--- config.mk ---
export PLATFORM = sky130hd
export DESIGN_NAME = imu_packet_deframer_11byte_unit
export DESIGN_NICKNAME = d
export VERILOG_FILES = /design/src/rtl/ipd_pkg.sv /design/src/rtl/ipd_front.sv /design/src/rtl/ipd_queue.sv /design/src/rtl/ipd_back.sv /design/src/rtl/imu_packet_deframer_11byte_unit.sv
export SDC_FILE = /design/constraint.sdc
export NUM_CORES = 1
export LEC_CHECK = 0
export BUFFER_PORTS_ARGS = -buffer_cell sky130_fd_sc_hd__buf_2
export CAP_MARGIN = 30
export CORE_UTILIZATION = 68
export DETAILED_ROUTE_END_ITERATION = 7
export GPL_ROUTABILITY_DRIVEN = 1
export PLACE_DENSITY = 0.87
export SYNTH_ARGS = -nofsm -noshare
export SYNTH_HDL_FRONTEND = slang
export SYNTH_SLANG_ARGS = --single-unit
--- constraint.sdc ---
create_clock -name clk -period 12.8 [get_ports clk]
set_input_delay 2.56 -clock clk [delete_from_list [all_inputs] [get_ports clk]]
set_output_delay 2.56 -clock clk [all_outputs]
set_load 0.03 [all_outputs]
--- src/rtl/ipd_pkg.sv ---
`timescale 1ns / 1ps
// ----------------------------------------------------------------------------
// ipd_pkg
// shared types and constants of the 11-byte inertial packet deframer
// ----------------------------------------------------------------------------
package ipd_pkg;

  localparam int unsigned PKT_LEN  = 11;
  localparam logic [3:0]  LAST_IDX = 4'(PKT_LEN - 1);

  localparam logic [7:0] HDR_BYTE = 8'h55;
  localparam logic [7:0] TYPE_ACC = 8'h51;
  localparam logic [7:0] TYPE_GYR = 8'h52;
  localparam logic [7:0] TYPE_ANG = 8'h53;

  localparam logic [1:0] KIND_ACC = 2'd0;
  localparam logic [1:0] KIND_GYR = 2'd1;
  localparam logic [1:0] KIND_ANG = 2'd2;

  // one decoded packet waiting for scaling
  typedef struct packed {
    logic [1:0]  kind;
    logic [15:0] raw_a;
    logic [15:0] raw_b;
    logic [15:0] raw_c;
    logic [15:0] raw_d;
  } cmd_t;

endpackage

--- src/rtl/ipd_front.sv ---
`timescale 1ns / 1ps
// ----------------------------------------------------------------------------
// ipd_front
// byte framing, packet store, checksum and type check
// ----------------------------------------------------------------------------
module ipd_front #(
  parameter int unsigned MAX_BURST_BYTES = 33
) (
  input  logic             clk,
  input  logic             rst,
  input  logic             in_valid,
  output logic             in_ready,
  input  logic [7:0]       rx_byte,
  input  logic             burst_start,
  input  logic             q_full,
  output logic             push,
  output ipd_pkg::cmd_t    push_cmd
);

  localparam logic [5:0] MaxBurst = 6'(MAX_BURST_BYTES);

  logic [3:0] byte_in_packet;
  logic [5:0] bytes_in_burst;
  logic [7:0] running_sum;
  logic [7:0] store [10];

  logic [3:0] bip_e;
  logic [5:0] bib_e;
  logic [7:0] sum_e;
  logic       take;
  logic       room;
  logic       closing;
  logic       type_ok;
  logic [1:0] kind;

  assign in_ready = !q_full;
  assign take     = in_valid && in_ready;

  always_comb begin
    bip_e   = burst_start ? 4'd0 : byte_in_packet;
    bib_e   = burst_start ? 6'd0 : bytes_in_burst;
    sum_e   = burst_start ? 8'd0 : running_sum;
    room    = bib_e < MaxBurst;
    closing = bip_e == ipd_pkg::LAST_IDX;
    type_ok = store[1] inside {ipd_pkg::TYPE_ACC, ipd_pkg::TYPE_GYR, ipd_pkg::TYPE_ANG};
    case (store[1])
      ipd_pkg::TYPE_ACC: kind = ipd_pkg::KIND_ACC;
      ipd_pkg::TYPE_GYR: kind = ipd_pkg::KIND_GYR;
      default:           kind = ipd_pkg::KIND_ANG;
    endcase
  end

  assign push = take && room && closing && (store[0] == ipd_pkg::HDR_BYTE)
                && (sum_e == rx_byte) && type_ok;

  assign push_cmd = '{kind:  kind,
                      raw_a: {store[3], store[2]},
                      raw_b: {store[5], store[4]},
                      raw_c: {store[7], store[6]},
                      raw_d: {store[9], store[8]}};

  always_ff @(posedge clk) begin
    if (rst) begin
      byte_in_packet <= 4'd0;
      bytes_in_burst <= 6'd0;
      running_sum    <= 8'd0;
    end else if (take && room) begin
      bytes_in_burst <= bib_e + 6'd1;
      if (closing) begin
        byte_in_packet <= 4'd0;
        running_sum    <= 8'd0;
      end else begin
        byte_in_packet <= bip_e + 4'd1;
        running_sum    <= sum_e + rx_byte;
      end
    end
  end

  // packet bytes 0 to 9
  always_ff @(posedge clk) begin
    if (take && room && !closing) begin
      store[bip_e] <= rx_byte;
    end
  end

`ifndef SYNTHESIS
  a_bip_range: assert property (@(posedge clk) disable iff (rst)
    byte_in_packet <= ipd_pkg::LAST_IDX) else $error("packet position out of range");
  a_bib_range: assert property (@(posedge clk) disable iff (rst)
    bytes_in_burst <= MaxBurst) else $error("burst count past limit");
`endif

endmodule

--- src/rtl/ipd_queue.sv ---
`timescale 1ns / 1ps
// ----------------------------------------------------------------------------
// ipd_queue
// two-entry queue of decoded packets between front and back
// ----------------------------------------------------------------------------
module ipd_queue (
  input  logic          clk,
  input  logic          rst,
  input  logic          push,
  input  ipd_pkg::cmd_t push_cmd,
  output logic          full,
  input  logic          pop,
  output logic          head_valid,
  output ipd_pkg::cmd_t head_cmd
);

  ipd_pkg::cmd_t mem [2];
  logic          wr_ptr;
  logic          rd_ptr;
  logic [1:0]    count;

  assign full       = count == 2'd2;
  assign head_valid = count != 2'd0;
  assign head_cmd   = mem[rd_ptr];

  always_ff @(posedge clk) begin
    if (rst) begin
      wr_ptr <= 1'b0;
      rd_ptr <= 1'b0;
      count  <= 2'd0;
    end else begin
      if (push) begin
        wr_ptr <= !wr_ptr;
      end
      if (pop) begin
        rd_ptr <= !rd_ptr;
      end
      case ({push, pop})
        2'b10:   count <= count + 2'd1;
        2'b01:   count <= count - 2'd1;
        default: count <= count;
      endcase
    end
  end

  always_ff @(posedge clk) begin
    if (push) begin
      mem[wr_ptr] <= push_cmd;
    end
  end

`ifndef SYNTHESIS
  a_no_overflow: assert property (@(posedge clk) disable iff (rst)
    !(push && full && !pop) && !(pop && !head_valid)) else $error("queue over or underflow");
`endif

endmodule

--- src/rtl/ipd_back.sv ---
`timescale 1ns / 1ps
// ----------------------------------------------------------------------------
// ipd_back
// two-stage scaling of decoded packets to q.8 values
// ----------------------------------------------------------------------------
module ipd_back (
  input  logic               clk,
  input  logic               rst,
  input  logic               head_valid,
  input  ipd_pkg::cmd_t      head_cmd,
  output logic               pop,
  output logic               out_valid,
  input  logic               out_ready,
  output logic [1:0]         packet_kind,
  output logic signed [23:0] value_a,
  output logic signed [23:0] value_b,
  output logic signed [23:0] value_c,
  output logic signed [23:0] value_d
);

  // ceil(2^27 / 25): exact floor(n / 25) for n below 2^22
  localparam logic [22:0] TempRecip = 23'd5368710;

  localparam logic signed [23:0] MulAcc = 24'sd125;
  localparam logic signed [23:0] MulAng = 24'sd45;

  // stage 1 registers
  logic               s1_valid;
  logic [1:0]         s1_kind;
  logic signed [23:0] s1_a;
  logic signed [23:0] s1_b;
  logic signed [23:0] s1_c;
  logic [16:0]        s1_tq;
  logic               s1_tneg;
  logic [15:0]        s1_rawd;

  logic               s2_load;
  logic               s1_load;
  logic signed [23:0] mul;
  logic [16:0]        t_abs;
  logic [39:0]        t_prod;

  function automatic logic signed [23:0] scale(input logic [15:0] raw,
                                               input logic signed [23:0] m);
    logic signed [23:0] ext;
    ext   = 24'($signed(raw));
    scale = ext * m;
  endfunction

  function automatic logic signed [23:0] shift_kind(input logic [1:0] k,
                                                    input logic signed [23:0] p);
    case (k)
      ipd_pkg::KIND_ACC: shift_kind = p;
      ipd_pkg::KIND_GYR: shift_kind = p >>> 3;
      default:           shift_kind = p >>> 5;
    endcase
  endfunction

  assign s2_load = s1_valid && (!out_valid || out_ready);
  assign s1_load = !s1_valid || s2_load;
  assign pop     = head_valid && s1_load;

  always_comb begin
    mul    = (head_cmd.kind == ipd_pkg::KIND_ANG) ? MulAng : MulAcc;
    t_abs  = head_cmd.raw_d[15] ? 17'(17'd0 - {1'b1, head_cmd.raw_d})
                                : {1'b0, head_cmd.raw_d};
    t_prod = 40'(t_abs) * 40'(TempRecip);
  end

  always_ff @(posedge clk) begin
    if (rst) begin
      s1_valid  <= 1'b0;
      out_valid <= 1'b0;
    end else begin
      if (s1_load) begin
        s1_valid <= head_valid;
      end
      if (!out_valid || out_ready) begin
        out_valid <= s1_valid;
      end
    end
  end

  always_ff @(posedge clk) begin
    if (pop) begin
      s1_kind <= head_cmd.kind;
      s1_a    <= scale(head_cmd.raw_a, mul);
      s1_b    <= scale(head_cmd.raw_b, mul);
      s1_c    <= scale(head_cmd.raw_c, mul);
      s1_tq   <= t_prod[37:21];
      s1_tneg <= head_cmd.raw_d[15];
      s1_rawd <= head_cmd.raw_d;
    end
    if (s2_load) begin
      packet_kind <= s1_kind;
      value_a     <= shift_kind(s1_kind, s1_a);
      value_b     <= shift_kind(s1_kind, s1_b);
      value_c     <= shift_kind(s1_kind, s1_c);
      case (s1_kind)
        ipd_pkg::KIND_ACC: value_d <= s1_tneg ? 24'sd0 - 24'($signed({1'b0, s1_tq}))
                                              : 24'($signed({1'b0, s1_tq}));
        ipd_pkg::KIND_GYR: value_d <= 24'sd0;
        default:           value_d <= 24'($signed(s1_rawd));
      endcase
    end
  end

`ifndef SYNTHESIS
  a_kind_legal: assert property (@(posedge clk) disable iff (rst)
    out_valid |-> packet_kind != 2'd3) else $error("illegal packet kind");
  a_gyr_zero_d: assert property (@(posedge clk) disable iff (rst)
    out_valid && packet_kind == ipd_pkg::KIND_GYR |-> value_d == 24'sd0)
    else $error("angular rate packet with non-zero fourth value");
`endif

endmodule

--- src/rtl/imu_packet_deframer_11byte_unit.sv ---
`timescale 1ns / 1ps
// ----------------------------------------------------------------------------
// imu_packet_deframer_11byte_unit
// deframer for 11-byte inertial sensor uart packets with q.8 scaling
// ----------------------------------------------------------------------------
// input channel: one uart byte per beat (rx_byte, burst_start) on in_valid /
//   in_ready; burst_start restarts framing at offset 0 of an 11-byte packet
// output channel: one beat per good packet (packet_kind, value_a..value_d)
//   on out_valid / out_ready; bad header, bad sum or unknown type gives none
// throughput: one byte per cycle unless the queue is full, set by the front
//   end framing and sum update; the back end takes one packet per cycle unless stalled
// path: the beat that carries the checksum byte pushes the packet into
//   the queue, then the product stage, then the output register
// stalls: the output register, the product stage and the two-entry queue
//   hold finished packets; in_ready drops only when the queue is full
// reset: framing, burst count, sum and all valid flags clear; framing then
//   behaves as if a burst had just begun
// ----------------------------------------------------------------------------
module imu_packet_deframer_11byte_unit #(
  parameter int unsigned MAX_BURST_BYTES = 33
) (
  input  logic               clk,
  input  logic               rst,
  input  logic               in_valid,
  output logic               in_ready,
  input  logic [7:0]         rx_byte,
  input  logic               burst_start,
  output logic               out_valid,
  input  logic               out_ready,
  output logic [1:0]         packet_kind,
  output logic signed [23:0] value_a,
  output logic signed [23:0] value_b,
  output logic signed [23:0] value_c,
  output logic signed [23:0] value_d
);

  // decoded packet handed from front to queue
  ipd_pkg::cmd_t push_cmd;
  logic          push;
  logic          q_full;

  // queue head seen by the back end
  ipd_pkg::cmd_t head_cmd;
  logic          head_valid;
  logic          pop;

  // framing, checksum and type decode
  ipd_front #(
    .MAX_BURST_BYTES (MAX_BURST_BYTES)
  ) u_front (
    .clk         (clk),
    .rst         (rst),
    .in_valid    (in_valid),
    .in_ready    (in_ready),
    .rx_byte     (rx_byte),
    .burst_start (burst_start),
    .q_full      (q_full),
    .push        (push),
    .push_cmd    (push_cmd)
  );

  // decouples framing from a stalled receiver
  ipd_queue u_queue (
    .clk        (clk),
    .rst        (rst),
    .push       (push),
    .push_cmd   (push_cmd),
    .full       (q_full),
    .pop        (pop),
    .head_valid (head_valid),
    .head_cmd   (head_cmd)
  );

  // constant multiplies, shifts and temperature division
  ipd_back u_back (
    .clk         (clk),
    .rst         (rst),
    .head_valid  (head_valid),
    .head_cmd    (head_cmd),
    .pop         (pop),
    .out_valid   (out_valid),
    .out_ready   (out_ready),
    .packet_kind (packet_kind),
    .value_a     (value_a),
    .value_b     (value_b),
    .value_c     (value_c),
    .value_d     (value_d)
  );

`ifndef SYNTHESIS
  a_push_has_room: assert property (@(posedge clk) disable iff (rst)
    push |-> in_valid && in_ready) else $error("packet pushed without an accepted byte");
`endif

endmodule
Yosys cells after proc, flatten, opt, wreduce, memory -nomap -nowiden
Memory sizes are Yosys's and may differ from the RTL's. A register that Yosys moved wholly into a read port is not among the register bits. Cells that the tools add are included.

Output and inout port bits: 100. Flip-flop bits (word level): 230. Bits in latches: 0. Input port bits: 13. Memories kept: 2. Word-level logic and storage cells: 86. Bits in writable memories: 212. Bits in read-only memories: 0.

Memories: u_queue.mem (depth 2, width 66, rd ports 1, clocked after Yosys merged registers in 1, wr ports 1, RTL line ipd_queue.sv:17) `ipd_pkg::cmd_t mem [2];`; u_front.store (depth 10, width 8, rd ports 10, clocked after Yosys merged registers in 0, wr ports 1, RTL line ipd_front.sv:25) `logic [7:0] store [10];`.

Add/subtract/negate cells: 7. Multipliers: 4. $lt $le $gt $ge: 1. Multiplexer cells: 20. Shift-type cells: 0. Bitwise operators: 0. Eq/ne operators: 11. Divide/modulo/power cells: 0. Reductions and logical operators: 21.

Operators with widths (count): case mux 23 bit (2 select lines) (3); multiplier 16 x 8 -> 24 bit (3); case mux 24 bit (2 select lines) (1); multiplier 17 x 22 -> 37 bit, second input constant (1); equality test 8 x 7 -> 1 bit, second input constant (4); 2-to-1 mux 24 bit (1); subtractor 1 x 17 -> 18 bit, first input constant (1); 2-to-1 mux 17 bit (1); subtractor 1 x 17 -> 17 bit, first input constant (1); 2-to-1 mux 8 bit (2); logical AND 1 bit (9); adder 8 bit (1); equality test 8 bit (1); 2-to-1 mux 4 bit (2); case mux 2 bit (2 select lines) (2); 2-to-1 mux 7 bit (1); adder 6 x 1 -> 6 bit, second input constant (1); equality test 2 bit, second input constant (3); logical NOT 1 bit (6); < comparator 6 bit, second input constant (1); 2-to-1 mux 1 bit (6); 2-to-1 mux 6 bit (1); adder 4 x 1 -> 4 bit, second input constant (1); equality test 2 x 1 -> 1 bit, second input constant (2); 7 further kinds (9).

Depth between registers and ports, before layout
Gate-level depths: netlist of run 1.

Word-level depth: 10. Depth in mapped cells: 35. Depth with buffers taken out: 29.

Modules after synthesis
A second synthesis of run 1 with hierarchy kept.

Cell total of the unflattened synthesis: 2503. Area total of the unflattened synthesis: 31620.3 sq um.

Modules (own cells, without submodules): ipd_back (cells an instance 2010, sequential area each 6015.8 sq um, times used 1, area each 22823.1 sq um); ipd_queue (cells an instance 227, sequential area each 4063.9 sq um, times used 1, area each 4959.8 sq um); ipd_front (cells an instance 266, sequential area each 2762.6 sq um, times used 1, area each 3837.4 sq um).

Worst setup path after synthesis of run 1
No wires, ideal clock.

Path type: input -> register. Start: input port out_ready. End: register u_queue.count[1]. Setup time: 0.070 ns. Setup slack: 3.393 ns. Required time: 12.730 ns. Buffers on the path: 0. Arrival: 9.337 ns. Stages on the path: 5. Cell sequence: nor2b_1 > a21oi_1 > ha_1 > or3_1 > a21oi_1.

Cells in the longest elaborated chain, start to end: 6. Elaborated cells on any way between the ends: 8. Those cells by class: 2 x eq/ne; 1 x mux; 5 x reduce/logical.

RTL lines: from (decl) (RTL line imu_packet_deframer_11byte_unit.sv:29) `input logic out_ready,`; logical OR 1 bit * (RTL line ipd_back.sv:59) `assign s2_load = s1_valid && (!out_valid || out_ready);`; logical AND 1 bit * (RTL line ipd_back.sv:59); logical OR 1 bit * (RTL line ipd_back.sv:60) `assign s1_load = !s1_valid || s2_load;`; logical AND 1 bit * (RTL line ipd_back.sv:61) `assign pop = head_valid && s1_load;`; named net pop (RTL line imu_packet_deframer_11byte_unit.sv:45) `logic pop;`; equality test 2 x 1 -> 1 bit or equality test 2 bit (tied branches) (RTL line ipd_queue.sv:38) `case ({push, pop})`; case mux 2 bit (2 select lines) or nonzero test 2 bit (tied branches); to (signal assigned) (RTL line ipd_queue.sv:39) `2'b10: count <= count + 2'd1;`; to (signal assigned) (RTL line ipd_queue.sv:40) `2'b01: count <= count - 2'd1;`; to (signal assigned) (RTL line ipd_queue.sv:41) `default: count <= count;`; to (decl) (RTL line ipd_queue.sv:20) `logic [1:0] count;`.

Mark *: on every way through the listed nets, which the timed path passes. The rest lies on a longest branch. A chain may end at the register's enable or synchronous reset.

==> impl_metrics.toml, run 1 <==
[yosys]
synthDistinctLibCells = 78
yosysSeqAreaShare = 0.404
synth_compound_area_frac = 0.0710
synthArstFlopShare = 0
syn_area_um2 = 31800
synth_top_family_by_area = "adder cells"
synth_most_common_cell = "inv_1"
muxShareOfSynthArea = 0.0413
yosysWarnings = 0
synth-edff-count = 411
netlist_instances = 2622
synth_adder_area_share = 0.323
synth-seq-cells = 436
ys_top_cells_by_count = "inv_1, edfxtp_1, ha_1, fa_1, nand2_1"
synth.area.top_cells = "edfxtp_1, fa_1, ha_1"
synthSimpleGateAreaFrac = 0.0708
synth_top_area_share = 0.388
yosys.area.top_type = "edfxtp_1"
synth_ff_type = "edfxtp_1"
synth_xor_area_frac = 0.0306
avgSynthCellArea_um2 = 12.1

[cells_and_area]
area_delta_synth_final_pct = 8.87
fillers = 2758
final_nets = 3405
diodes = 0
drive_gt1_frac = 0.0936

[placed_design]
place_congestion = 0.943
hpwlAfterDp_um = 54000
port_buffers = 112

[timing]
tightestPinTransition_ns = 0.945
finClkSkew_ns = 0.0496
final.setup.tns_ns = 0
finalHoldViolCount = 0
min_period_over_period = 0.697
rsz0062_at_grt = "false"
min_period_ns = 8.93
drv_slew = 0
setup_viol = 0
slew_headroom = 0.365
max_freq_ghz = 0.112

[clocking]
cts_resized = 0
cts_tree = "yes"
clock_path_buffers = 3
cts.htree.levels = 2
cts_made_buffers = 46
clock-sinks = 436
holdBufCountCts = 0
clk_latency_ns = 0.61
clk_root_buffer_cell = "clkbuf_16"
clkTransAtPathRegs_ns = 0.06
post_cts_buffers = 0

[floorplanning]
rows = 78
die_h_um = 218
io_pins = 113
core_um2 = 45800
initial_core_util = 0.695
die_w_um = 218
die_area_um2 = 47700

[run_status]
status = "completed"

[setup_path]
r2r-end = "u_back.s1_tq[14]"
max_stage_delay_ns = 0.75
cp_max_fo = 64
worstPathRequired_ns = 13.17
end_kind = "register"
r2r_slack_ns = 3.87
crit_path_top_delay_cell = "buf_4"
rr_worst_depth = 25
start_kind = "register"
worstPathArrival_ns = 9.29
cpMostUsedCell = "fa_1"
crit_type = "reg -> reg"

[detailed_routing]
wl_per_cell_um = 21.0
first_pass_iters = 6
vias = 20200
first_iter_violations = 1818
drt-total-wl_um = 71200
via_per_inst = 5.97
drtAntennaViolNets = 0
remaining_drc_errors = 0

[min_path]
whs_path_depth = 0
hp-class = "reg -> reg"
hold_start = "u_front.store[2][7]"
worstHoldEndpoint = "u_queue.mem[0][55]"

[global_routing]
grt_pass1_vias = 21100
overflow = 0
grt_pass1_wl_um = 113000
grt_max_degree = 93
antenna_found_initial = 2
global_route.usage.total = 0.312

[run]
drv_cap = 0
-- metal layers --
layer | up-vias | global-route usage | part of all wire
met5 | - | 0 | 0
met4 | 0 | 0.0925 | 0.029
li1 | 9208 | - | -
met1 | 10100 | 0.429 | 0.42
met3 | 133 | 0.0562 | 0.076
met2 | 798 | 0.510 | 0.48
-- cell type report --
type / instances / area [um^2] / share of cell area
Clock inverter: 21 / 270 / 0.00780
Inverter: 432 / 1620 / 0.0468
Multi-Input combinational cell: 1703 / 17200 / 0.496
Clock buffer: 62 / 1250 / 0.0361
Timing Repair Buffer: 133 / 728 / 0.0210
Tap cell: 600 / 751 / 0.0217
Sequential cell: 436 / 12800 / 0.371
-- per-stage QoR --
| step | cells | setup WS [ns] | utilization | cell area [um^2] | hold WS (ns) |
|---|---|---|---|---|---|
| after floorplan | 2633 | 3.39 | - | 31900 | 0.421 |
| after global placement | 3301 | 4.37 | 0.723 | 33100 | 0.423 |
| after detailed placement | 3303 | 4.07 | 0.723 | 33100 | 0.429 |
| after global routing | 3387 | 3.38 | 0.757 | 34600 | 0.455 |
| after CTS | 3386 | 3.93 | 0.756 | 34600 | 0.443 |
| final | 3387 | 3.87 | 0.757 | 34600 | 0.440 |
-- worst max-delay path, delay by kind of cell (launching register included) --
kind	cells	cell delay, ns
fa+ha+maj	7	3.44
simple gates	6	1.51
xor+xnor	3	0.89
flops	1	0.52
compound gates	6	1.48
buf+inv	3	0.84
-- registers in the layout (all words and copies together), names as in the netlist, 2 cells and up, named ones only --
register and cells:
u_queue.mem 132, u_front.store 80, u_back.s1_a 24, u_back.s1_b 24, u_back.s1_c 24, u_back.value_a 24, u_back.value_b 24, u_back.value_c 24
u_back.value_d 18, u_back.s1_tq 17, u_back.s1_rawd 16, u_front.running_sum 8, u_front.bytes_in_burst 6, u_front.byte_in_packet 4, u_back.packet_kind 2, u_back.s1_kind 2
u_queue.count 2
-- logic make-up after synthesis --
family / Yosys count
adders and majority gates: 640
buffers and inverters: 494
and+or+nand+nor: 451
DFF: 436
AOI/OAI and AO/OA: 363
muxes: 125
xor gates and xnor gates: 111
other: 2
-- cells in the final DEF, fill, tap and decap left out, types with 14 or more instances in the layout --
master | netlist | layout
clkbuf_16 | 0 | 46
a21oi_1 | 110 | 109
nand3_1 | 24 | 24
nand2_1 | 143 | 143
ha_1 | 337 | 337
nor3_1 | 25 | 25
buf_4 | 6 | 19
a22o_1 | 14 | 14
a21o_1 | 26 | 26
buf_2 | 7 | 113
and2_1 | 48 | 48
nor2b_1 | 28 | 27
mux2i_1 | 76 | 76
nor2_1 | 85 | 82
o21ai_0 | 73 | 73
dfxtp_1 | 25 | 24
xnor2_1 | 85 | 85
nand2b_1 | 14 | 14
o21bai_1 | 15 | 15
o21ai_1 | 45 | 45
mux2_2 | 35 | 35
xor2_1 | 26 | 26
fa_1 | 303 | 303
edfxtp_1 | 411 | 411
mux2_1 | 14 | 14
inv_1 | 426 | 426
-- worst max path at each step --
stage,start,endpoint,cells after the start
4_1_cts,register,u_back.s1_tq[14],25
6_report,register,u_back.s1_tq[14],25
3_3_place_gp,register,u_back.s1_tq[14],25
2_1_floorplan,out_ready,u_queue.count[1],5
3_5_place_dp,register,u_back.s1_tq[14],27
5_1_grt,register,u_back.s1_tq[13],25
Power of run 1 is left out: the tool's default activity adds up to more than one toggle a clock period on the data nets, which glitch-free logic cannot reach.
==> run 2, diff against run 1 <==
CORE_UTILIZATION = 64   (was 68)
PLACE_DENSITY = 0.83   (was 0.87)
clock period = 8.4 ns   (was 12.8 ns; I/O delays follow)
==> impl_metrics.toml, run 2 (synthesized netlist as in run 1, its figures left out) <==
[run_status]
status = "completed"

[floorplanning]
die_w_um = 225
die_h_um = 225
initial_core_util = 0.650
io_pins = 113
core_um2 = 49000
rows = 81
die_area_um2 = 50600

[global_routing]
grt_pass1_wl_um = 107000
global_route.usage.total = 0.277
grt_pass1_vias = 20500
overflow = 0
grt_max_degree = 84
antenna_found_initial = 4

[clocking]
clk_latency_ns = 0.62
cts.htree.levels = 2
clkTransAtPathRegs_ns = 0.06
clock_path_buffers = 3
cts_tree = "yes"
clock-sinks = 436
clk_root_buffer_cell = "clkbuf_16"
holdBufCountCts = 0
cts_made_buffers = 47

[setup_path]
path_buf_inv = 3
max_stage_delay_ns = 0.54
cp_max_fo = 16
worstPathRequired_ns = 8.71
cp_top_family = "adder cells"
crit_path_top_delay_cell = "fa_1"
crit_type = "reg -> reg"
end_kind = "register"
cpMostUsedCell = "fa_1"
worstPathArrival_ns = 8.43
start_kind = "register"

[run]
drv_cap = 0

[detailed_routing]
drtAntennaViolNets = 0
first_pass_iters = 6
first_iter_violations = 1305
remaining_drc_errors = 0
drt-total-wl_um = 67700
via_per_inst = 5.69
vias = 19700
wl_per_cell_um = 19.5

[placed_design]
place_inst = 3374
port_buffers = 112
hpwlAfterDp_um = 52400
place_congestion = 0.950
place_area_um2 = 33300

[timing]
finalHoldViolCount = 0
finClkSkew_ns = 0.0536
drv_slew = 0
tightestPinTransition_ns = 1.03
min_period_ns = 8.12
min_period_over_period = 0.966
max_freq_ghz = 0.123
slew_headroom = 0.317
setup_viol = 0

[cells_and_area]
largest_register_ffs = 132
regMostFlops = "u_queue.mem"
final_cells = 3469
final_common_cell = "inv_1"
fillers = 3245
design_area_um2 = 34900
area_delta_synth_final_pct = 9.65
drive_gt1_frac = 0.103
final_nets = 3419
largestRegisters = "u_queue.mem (132), u_front.store (80)"
final_cell_mix = "inv_1, edfxtp_1, ha_1"

[min_path]
hp-class = "reg -> reg"
[run 2: repair_timing]
item | in CTS | in global routing
hold endpoints to repair | 0 | 0
resized for setup | 0 | 2
buffers inserted | 0 | 4
endpoints found under the setup margin | 0 | 5
[run 2: per-stage QoR]
step,hold slack (ns),utilization,setup WS [ns],TNS [ns]
after floorplan,0.421,-,0.0239,0
after global placement,0.422,0.679,0.582,0
after detailed placement,0.430,0.680,0.322,0
after CTS,0.442,0.711,0.202,0
after global routing,0.454,0.712,-0.000687,-0.000687
final,0.440,0.713,0.284,0
[run 2: final timing paths]
check                      start                 end  slack (ns)  cells after the start
max                     register    u_back.s1_tq[15]        0.28                     27
min          u_front.store[5][3]  u_queue.mem[1][43]        0.44                      0
max reg2reg             register    u_back.s1_tq[15]        0.28                     27
min reg2reg  u_front.store[5][3]  u_queue.mem[1][43]        0.44                      0
[run 2: cell type report]
class | instances | area, um^2 | area share
multi-input cells | 1703 | 17200 | 0.493
flip-flops and latches | 436 | 12800 | 0.368
inverters | 432 | 1620 | 0.0465
clock buffers | 53 | 1210 | 0.0346
repair buffers | 146 | 880 | 0.0252
well taps | 664 | 831 | 0.0238
clock inverters | 33 | 303 | 0.00868
diodes | 2 | 5.00 | 0.000143
[run 2: metal layers]
layer,global-route usage,up-vias,wire length (um)
met5,0,-,0
met4,0.0792,0,1830
met3,0.0503,128,4490
met2,0.457,595,32300
met1,0.376,9775,29100
li1,-,9251,-
Power of run 2 is left out for the same reason.
